## src/sv/mm64a_pkg.sv

```systemverilog
// ----------------------------------------------------------------------------
// mm64a_pkg
// Constants and field layout shared by the streaming MurmurHash64A block
// and its port checker.
// ----------------------------------------------------------------------------
package mm64a_pkg;

    localparam int WORD_W  = 64;
    localparam int VB_W    = 4;
    localparam int LEN_W   = 31;
    localparam int HALF_W  = WORD_W / 2;

    // s_tdata layout: word, valid_bytes, msg_len, zero fill to whole bytes
    localparam int VB_LSB     = WORD_W;
    localparam int LEN_LSB    = VB_LSB + VB_W;
    localparam int IN_USED_W  = LEN_LSB + LEN_W;
    localparam int IN_DATA_W  = ((IN_USED_W + 7) / 8) * 8;
    localparam int OUT_DATA_W = WORD_W;

    localparam logic [WORD_W-1:0] MIX_MUL    = 64'hc6a4_a793_5bd1_e995;
    localparam int                MIX_SHIFT  = 47;
    localparam logic [WORD_W-1:0] SEED_RESET = 64'hcafe_babe_dead_beef;

    localparam logic [HALF_W-1:0] MUL_LO = MIX_MUL[HALF_W-1:0];
    localparam logic [HALF_W-1:0] MUL_HI = MIX_MUL[WORD_W-1:HALF_W];

    // multiply sequence steps of the shared 32x32 unit
    typedef enum logic [1:0] {
        MSTEP_LL  = 2'd0,
        MSTEP_HL  = 2'd1,
        MSTEP_LH  = 2'd2,
        MSTEP_SUM = 2'd3
    } mstep_t;

    function automatic logic [WORD_W-1:0] xor_shift(input logic [WORD_W-1:0] x);
        xor_shift = x ^ (x >> MIX_SHIFT);
    endfunction

endpackage

```

## src/sv/murmur64a_stream_hash.sv

```systemverilog
// ----------------------------------------------------------------------------
// murmur64a_stream_hash
// Streaming 64-bit MurmurHash64A over little-endian key words, one shared
// 32x32 multiplier stepped by a small sequencer.
// ----------------------------------------------------------------------------
//  channel   dir  handshake            payload
//  s_        in   s_tvalid/s_tready    tdata word/valid_bytes/msg_len,
//                                      tuser first, tlast last
//  m_        out  m_tvalid/m_tready    tdata hash
//  cfg_      in   cfg_valid/cfg_ready  cfg_data seed
//
//  every 64-bit multiply is stepped through the single 32x32 multiplier
//  (low*low, high*low, low*high, final add); a first item also multiplies
//  msg_len into the seed, a full word runs the key mix and hash multiply,
//  and a last item ends with the avalanche multiply and the hash hand-off.
//  s_tready is high only while idle; a finished hash sits in the output
//  register so the next item is taken while it waits.
//  reset is synchronous on aresetn low; seed returns to its default,
//  the running hash to zero.
// ----------------------------------------------------------------------------
module murmur64a_stream_hash (
    input  logic                               aclk,
    input  logic                               aresetn,
    // word [63:0], valid_bytes [67:64], msg_len [98:68], zero fill
    input  logic [mm64a_pkg::IN_DATA_W-1:0]    s_tdata,
    // first [0]
    input  logic                               s_tuser,
    input  logic                               s_tlast,
    input  logic                               s_tvalid,
    output logic                               s_tready,
    // hash [63:0]
    output logic [mm64a_pkg::OUT_DATA_W-1:0]   m_tdata,
    output logic                               m_tvalid,
    input  logic                               m_tready,
    input  logic [mm64a_pkg::WORD_W-1:0]       cfg_data,
    input  logic                               cfg_valid,
    output logic                               cfg_ready
);

    typedef enum logic [2:0] {
        S_IDLE,
        S_LEN,
        S_DISP,
        S_K1,
        S_K2,
        S_HMUL,
        S_AV,
        S_OUT
    } state_t;

    localparam int W = mm64a_pkg::WORD_W;
    localparam int H = mm64a_pkg::HALF_W;

    state_t                       state_reg, state_next;
    mm64a_pkg::mstep_t            step_reg, step_next;
    logic [W-1:0]                 seed_reg, seed_next;
    logic [W-1:0]                 hash_reg, hash_next;
    logic [W-1:0]                 word_reg, word_next;
    logic [mm64a_pkg::VB_W-1:0]   vb_reg, vb_next;
    logic                         last_reg, last_next;
    logic [W-1:0]                 mul_a_reg, mul_a_next;
    logic [W-1:0]                 acc_reg, acc_next;
    logic [W-1:0]                 prod_reg, prod_next;
    logic [W-1:0]                 fin_reg, fin_next;
    logic [W-1:0]                 out_reg, out_next;
    logic                         out_valid_reg, out_valid_next;

    logic [H-1:0]                 mul_x, mul_y;
    logic [W-1:0]                 mul_res;
    logic                         mul_done;
    logic [W-1:0]                 tail_mask;
    logic [W-1:0]                 tail_word;
    logic                         full_mix;
    logic                         in_acc;

    assign s_tready  = (state_reg == S_IDLE);
    assign cfg_ready = 1'b1;
    assign m_tdata   = out_reg;
    assign m_tvalid  = out_valid_reg;
    assign in_acc    = s_tvalid && s_tready;

    // shared 32x32 multiplier, operand halves picked by step
    always_comb begin
        mul_x = (step_reg == mm64a_pkg::MSTEP_HL) ? mul_a_reg[W-1:H] : mul_a_reg[H-1:0];
        mul_y = (step_reg == mm64a_pkg::MSTEP_LH) ? mm64a_pkg::MUL_HI : mm64a_pkg::MUL_LO;
    end

    assign mul_res  = acc_reg + {prod_reg[H-1:0], {H{1'b0}}};
    assign mul_done = (step_reg == mm64a_pkg::MSTEP_SUM);

    // keep bytes below valid_bytes for a short tail
    always_comb begin
        for (int i = 0; i < W / 8; i++) begin
            tail_mask[i*8 +: 8] = (i < int'(vb_reg)) ? 8'hff : 8'h00;
        end
    end

    assign tail_word = word_reg & tail_mask;
    assign full_mix  = !last_reg || vb_reg[mm64a_pkg::VB_W-1];

    always_comb begin
        state_next     = state_reg;
        step_next      = step_reg;
        seed_next      = seed_reg;
        hash_next      = hash_reg;
        word_next      = word_reg;
        vb_next        = vb_reg;
        last_next      = last_reg;
        mul_a_next     = mul_a_reg;
        acc_next       = acc_reg;
        prod_next      = {{H{1'b0}}, mul_x} * {{H{1'b0}}, mul_y};
        fin_next       = fin_reg;
        out_next       = out_reg;
        out_valid_next = out_valid_reg;

        if (m_tvalid && m_tready) begin
            out_valid_next = 1'b0;
        end
        if (cfg_valid && cfg_ready) begin
            seed_next = cfg_data;
        end

        // step the multiply sequence in every multiply state
        if (state_reg == S_LEN || state_reg == S_K1 || state_reg == S_K2 ||
            state_reg == S_HMUL || state_reg == S_AV) begin
            step_next = mm64a_pkg::mstep_t'(step_reg + 2'd1);
            case (step_reg)
                mm64a_pkg::MSTEP_HL: acc_next = prod_reg;
                mm64a_pkg::MSTEP_LH: acc_next = mul_res;
                default:             acc_next = acc_reg;
            endcase
        end

        case (state_reg)
            S_IDLE: begin
                if (in_acc) begin
                    word_next  = s_tdata[W-1:0];
                    vb_next    = s_tdata[mm64a_pkg::LEN_LSB-1:mm64a_pkg::VB_LSB];
                    last_next  = s_tlast;
                    mul_a_next = {{(W - mm64a_pkg::LEN_W){1'b0}},
                                  s_tdata[mm64a_pkg::IN_USED_W-1:mm64a_pkg::LEN_LSB]};
                    state_next = s_tuser ? S_LEN : S_DISP;
                end
            end
            S_LEN: begin
                if (mul_done) begin
                    hash_next  = seed_reg ^ mul_res;
                    state_next = S_DISP;
                end
            end
            S_DISP: begin
                if (full_mix) begin
                    mul_a_next = word_reg;
                    state_next = S_K1;
                end else if (vb_reg != '0) begin
                    hash_next  = hash_reg ^ tail_word;
                    mul_a_next = hash_reg ^ tail_word;
                    state_next = S_HMUL;
                end else begin
                    // empty tail: straight to the avalanche
                    mul_a_next = mm64a_pkg::xor_shift(hash_reg);
                    state_next = S_AV;
                end
            end
            S_K1: begin
                if (mul_done) begin
                    mul_a_next = mm64a_pkg::xor_shift(mul_res);
                    state_next = S_K2;
                end
            end
            S_K2: begin
                if (mul_done) begin
                    hash_next  = hash_reg ^ mul_res;
                    mul_a_next = hash_reg ^ mul_res;
                    state_next = S_HMUL;
                end
            end
            S_HMUL: begin
                if (mul_done) begin
                    hash_next = mul_res;
                    if (last_reg) begin
                        mul_a_next = mm64a_pkg::xor_shift(mul_res);
                        state_next = S_AV;
                    end else begin
                        state_next = S_IDLE;
                    end
                end
            end
            S_AV: begin
                if (mul_done) begin
                    fin_next   = mm64a_pkg::xor_shift(mul_res);
                    state_next = S_OUT;
                end
            end
            S_OUT: begin
                // wait for the output register to free up
                if (!out_valid_reg || m_tready) begin
                    out_next       = fin_reg;
                    out_valid_next = 1'b1;
                    state_next     = S_IDLE;
                end
            end
            default: begin
                state_next = S_IDLE;
            end
        endcase
    end

    always_ff @(posedge aclk) begin
        if (!aresetn) begin
            state_reg     <= S_IDLE;
            step_reg      <= mm64a_pkg::MSTEP_LL;
            seed_reg      <= mm64a_pkg::SEED_RESET;
            hash_reg      <= '0;
            out_valid_reg <= 1'b0;
        end else begin
            state_reg     <= state_next;
            step_reg      <= step_next;
            seed_reg      <= seed_next;
            hash_reg      <= hash_next;
            out_valid_reg <= out_valid_next;
        end
        word_reg  <= word_next;
        vb_reg    <= vb_next;
        last_reg  <= last_next;
        mul_a_reg <= mul_a_next;
        acc_reg   <= acc_next;
        prod_reg  <= prod_next;
        fin_reg   <= fin_next;
        out_reg   <= out_next;
    end

endmodule

```

## config.mk

```make
export PLATFORM = sky130hd
export DESIGN_NAME = murmur64a_stream_hash
export DESIGN_NICKNAME = d
export VERILOG_FILES = /design/src/sv/mm64a_pkg.sv /design/src/sv/murmur64a_stream_hash.sv
export SDC_FILE = /design/constraint.sdc
export NUM_CORES = 2
export LEC_CHECK = 0
export ABC_AREA = 1
export BUFFER_PORTS_ARGS = -buffer_cell sky130_fd_sc_hd__buf_2
export CORE_UTILIZATION = 55
export DETAILED_ROUTE_END_ITERATION = 7
export GPL_ROUTABILITY_DRIVEN = 0
export PLACE_DENSITY_LB_ADDON = 0.08
export SLEW_MARGIN = 20
export SYNTH_ARGS = -nofsm -noshare
export SYNTH_HDL_FRONTEND = slang
export SYNTH_SLANG_ARGS = --single-unit
```

## constraint.sdc

```tcl
create_clock -name aclk -period 24.1 [get_ports aclk]
set_input_delay 2.41 -clock aclk [delete_from_list [all_inputs] [get_ports aclk]]
set_output_delay 2.41 -clock aclk [all_outputs]
set_load 0.01 [all_outputs]
```

=== After elaboration in Yosys (flattened, before gate mapping) ===
Cells that the tools add are included.

* $add $sub $neg: 2
* Multiply operators: 1
* Div/mod/pow operators: 0
* $lt $le $gt $ge: 8
* Equal/unequal tests: 20
* Shift-type cells: 0
* Muxes and demuxes: 39
* Bitwise operators: 6
* Reduce and logical (&&, ||, !) cells: 22

{| class="wikitable"
|+ Operator list
! cell !! number
|-
| $mux 64 || 11
|-
| $pmux 64 s5 || 1
|-
| $pmux 64 s4 || 1
|-
| $xor 64x64->64 || 3
|-
| $pmux 64 s2 || 1
|-
| $xor 64x17->64 || 2
|-
| $add 64x64->64 || 1
|-
| $and 64x64->64 || 1
|-
| $mul 32x32->64 || 1
|-
| $mux 32 || 2
|-
| $mux 8 || 8
|-
| $mux 3 || 9
|-
| $pmux 3 s8 || 1
|-
| $ne 2x2->1 const B || 9
|-
| $lt 3x4->1 const A || 4
|-
| $eq 3x3->1 const B || 4
|-
| $reduce_and 6->1 || 2
|-
| $lt 1x4->1 const A || 2
|-
| $lt 2x4->1 const A || 2
|-
| $reduce_and 2->1 || 4
|-
| $reduce_bool 4->1 || 2
|-
| $reduce_and 7->1 || 1
|-
| $eq 3x2->1 const B || 2
|-
| $logic_or 1x1->1 || 6
|-
| other kinds (12) || 18
|}

* Register bits: 523
* Latch bits: 0
* Memory bits (writable): 0
* Memory bits (read-only): 0
* Input bits: 175
* Logic and storage cells: 111
* Memories kept: 0

=== Logic depth before layout (Yosys ltp) ===
* Depth after elaboration: 7
* Gate-level depth with buffers: 39
* Gate-level depth less buffers: 38

=== Worst setup path after synthesis ===
No wires, ideal clock.

* Kind: input to register
* Start point: in s_tvalid
* End point: reg mul_a_reg[0] (enable)
* Setup time: 0.826 ns
* Arrival: 12.499 ns
* Data required time: 23.274 ns
* Slack: 10.774 ns
* Stages on the path: 4
* Path buffers: 0
* Path through: inv_1 > nand2_1 > nand2_1 > a2111oi_0

* Longest elaborated chain between the ends: 3

{| class="wikitable"
|+ RTL lines
! what !! RTL line !! RTL
|-
| start, declared || murmur64a_stream_hash.sv:29 || <nowiki>input logic s_tvalid,</nowiki>
|-
| $logic_and 1x1->1 || murmur64a_stream_hash.sv:80 || <nowiki>assign in_acc = s_tvalid && s_tready;</nowiki>
|-
| $ne 2x1->1 (no line) || n/a ||
|-
| $reduce_and 6->1 (no line) || n/a ||
|-
| end signal, assigned || murmur64a_stream_hash.sv:226 || <nowiki>mul_a_reg <= mul_a_next;</nowiki>
|-
| end, declared || murmur64a_stream_hash.sv:61 || <nowiki>logic [W-1:0] mul_a_reg, mul_a_next;</nowiki>
|}

Every way passes these cells.
A chain may end at the register's enable or synchronous reset.

=== Final worst setup path ===
* Start point: reg step_reg[0]
* End point: reg prod_reg[50]

* Longest elaborated chain between the ends: 3
* Elaborated cells on any way between the ends: 5

{| class="wikitable"
|+ RTL lines
! what !! RTL line !! RTL
|-
| start, declared || murmur64a_stream_hash.sv:55 || <nowiki>mm64a_pkg::mstep_t step_reg, step_next;</nowiki>
|-
| start signal, assigned || murmur64a_stream_hash.sv:212 || <nowiki>step_reg <= mm64a_pkg::MSTEP_LL;</nowiki>
|-
| start signal, assigned || murmur64a_stream_hash.sv:218 || <nowiki>step_reg <= step_next;</nowiki>
|-
| $eq 2x1->1 or $eq 2x2->1 (tied branches) || murmur64a_stream_hash.sv:84, murmur64a_stream_hash.sv:85 ||
|-
| $mux 32, on equally long branches || murmur64a_stream_hash.sv:84, murmur64a_stream_hash.sv:85 ||
|-
| $mul 32x32->64 (*) || murmur64a_stream_hash.sv:111 || <nowiki>prod_next = {{H{1'b0}}, mul_x} * {{H{1'b0}}, mul_y};</nowiki>
|-
| named net prod_next[50] || murmur64a_stream_hash.sv:63 || <nowiki>logic [W-1:0] prod_reg, prod_next;</nowiki>
|-
| end signal, assigned || murmur64a_stream_hash.sv:228 || <nowiki>prod_reg <= prod_next;</nowiki>
|-
| end, declared || murmur64a_stream_hash.sv:63 ||
|}

Mark *: on every way through the listed nets, which the timed path passes. The rest lies on a longest branch.

==> summary.txt <==
Number of global-route vias before repair: 39966
CTS clk-pin slew, worst paths: 0.08 ns
Reg-to-Reg End: prod_reg[50]
R2r worst-path depth: 25
Postcts setup bufs: 0
Most frequent cell after synthesis: inv_1
Cell taking the most area after synthesis: fa_1
Setup CP Type: reg2reg
Crit path from: step_reg[0]
Synth warn: 0
Status: finished clean
Drt wl/cell: 23.6 um
Area grow syn2layout: 8.45%
Hold Crit Class: reg2reg
Worst clock skew: 0.0293 ns
WP data arrival: 10.54 ns
Slowest library cell on the worst path: nor2_1
Seq cells post-synth: 523
Startpoint Class: flip-flop
Cts hold-fix bufs: 0
Worst-Skew Late Latency: 0.61 ns
End of the critical path: prod_reg[50]
Crit path largest cell delay: 1.01 ns
Die ar.: 93800 sq um
Via/cell ratio: 5.71
DRC violation count after routing: 0
GRT Overall Usage: 36.8%
Share of cells above drive strength 1: 8.40%
DR pass1 iterations: 6
Vias post-DR: 41421
Setup Viol. Count Final: 0
CP dominant cell by count: fa_1
CTS tree: yes
Final hold vios: 0
Cells after Synth: 5807
R2R Path Start: step_reg[0]
Initial antenna violation count: 9
DP Wirelength: 138 mm
Critical Path End Type: flip-flop
Area occupied by registers: 13700 sq um
Number of synthesized flops with an enable pin: 325
Worst relative slew slack: 22.8%
Largest net degree at the start of global routing: 83
Synth Area per Inst: 8.77 sq um
Filler Cells Inserted: 8151
Multi-input gate area: 31700 sq um
Routed Antenna Nets: 0
CTS sink count: 523
Critical Path RT: 24.58 ns
Fin crit period: 10.05 ns
Core region area: 91700 sq um
Post-Syn Area: 50900 sq um
Final wirelength: 171 mm
Final period utilization: 41.7%
Sequential area share after synthesis: 27.0%
Die outline width: 306 um
Unrepaired setup endpoints after global routing: false
Total CTS buffers: 48
Ant diodes: 0
Fmax: 99.5 MHz
Hold Slack: 0.410 ns
Nets: 7258
CTS root buf: clkbuf_16
Area contributors post-synth: fa_1 25%, edfxtp_1 19%, ha_1 11%
Initial Util: 55.5%
Max-Cap Viols: 0
Share of the synthesized area in the top cell type: 24.6%
Grt ovf: 0
CP max FO: 28
Post-synth top cells: 1292 x inv_1, 947 x nand2_1, 625 x fa_1
# port buffers: 235
First-pass GRT wire length: 253 mm
Final Slew Violations: 0
Die Height: 306 um
Num rows: 111
Fraction of registers with async set/reset: 0%
H-tree levels: 2
Starting DRC count in detailed routing: 4631
Fin Setup TNS: 0 ns
Worst-margin pin slew: 1.15 ns
Synth cell types: 62
Commonest register cell after synthesis: edfxtp_1
Worst R2R Setup Slack: 14.05 ns
IO Count: 242
CTS Buffer Depth: 3
Final Util: 60.2%
Post-cts sizing count: 0
-- metrics by stage --
| stage | instances | setup WS [ns] | cell area, sq um |
|---|---|---|---|
| floorplan | 5809 | 10.77 | 50900 |
| global placement | 7160 | 14.43 | 53600 |
| detailed placement | 7160 | 14.41 | 53600 |
| CTS | 7249 | 14.39 | 55200 |
| global route | 7249 | 13.87 | 55200 |
| finish | 7249 | 14.05 | 55200 |
-- cells by family after synthesis --
| family | after synthesis | synth area share [%] |
|---|---|---|
| and+or+nand+nor | 1741 | 14.2 |
| buffers and inverters | 1450 | 10.8 |
| adders and majority gates | 1059 | 35.2 |
| AOI/OAI and AO/OA | 847 | 9.31 |
| DFF | 523 | 27.0 |
| xor gates and xnor gates | 185 | 3.40 |
| other | 2 | 0.0148 |
-- worst min path at each step --
stage	startpoint	depth (start not counted)	to	slack (ns)
CTS	fin_reg[32]	0	m_tdata[32]	0.41
detailed placement	fin_reg[19]	0	m_tdata[19]	0.40
global route	fin_reg[58]	0	m_tdata[58]	0.42
global placement	fin_reg[1]	0	m_tdata[1]	0.40
floorplan	fin_reg[0]	0	m_tdata[0]	0.40
finish	fin_reg[32]	0	m_tdata[32]	0.41
-- layer usage --
| layer | global-route usage, % | wire length, um |
|---|---|---|
| met4 | 14.1 | 7900 |
| met5 | 0 | 54 |
| met1 | 52.8 | 70400 |
| met2 | 53.4 | 71400 |
| met3 | 9.28 | 21200 |
-- area by class of cell --
type	instances	share of cell area [%]
inverters	1308	8.89
clock inverters	30	0.571
repair buffers	307	3.13
flip-flops and latches	523	24.9
clock buffers	59	2.36
well taps	1186	2.69
multi-input cells	3836	57.5
-- cell usage in the layout, fill, tap and decap left out, types with 16 or more instances in the layout --
cell type	netlist	layout
nor3_1	24	23
fa_1	625	625
edfxtp_1	325	325
or2_2	38	38
buf_2	19	235
nand2_2	27	27
buf_4	2	71
o21ai_1	9	18
xor2_1	149	149
nand3_1	267	267
nor2_1	392	385
o21bai_1	32	32
o21ai_0	316	307
nand2_1	947	947
dfxtp_1	198	198
clkbuf_16	0	49
xnor2_1	24	24
nand4_1	16	16
ha_1	434	430
inv_1	1292	1290
a21oi_1	297	297
o211ai_1	44	44
a31oi_1	80	80
-- worst max-delay path, delay by kind of cell, from the launching register on --
kind | cells | cell delay [ns]
simple gates | 1 | 1.01
compound gates | 6 | 1.61
xor+xnor | 1 | 0.17
flops | 1 | 0.35
buf+inv | 7 | 1.99
fa+ha+maj | 10 | 4.75
Power is not shown: default switching activity piles up to over one toggle a cycle in this logic, so the estimate is an artifact.
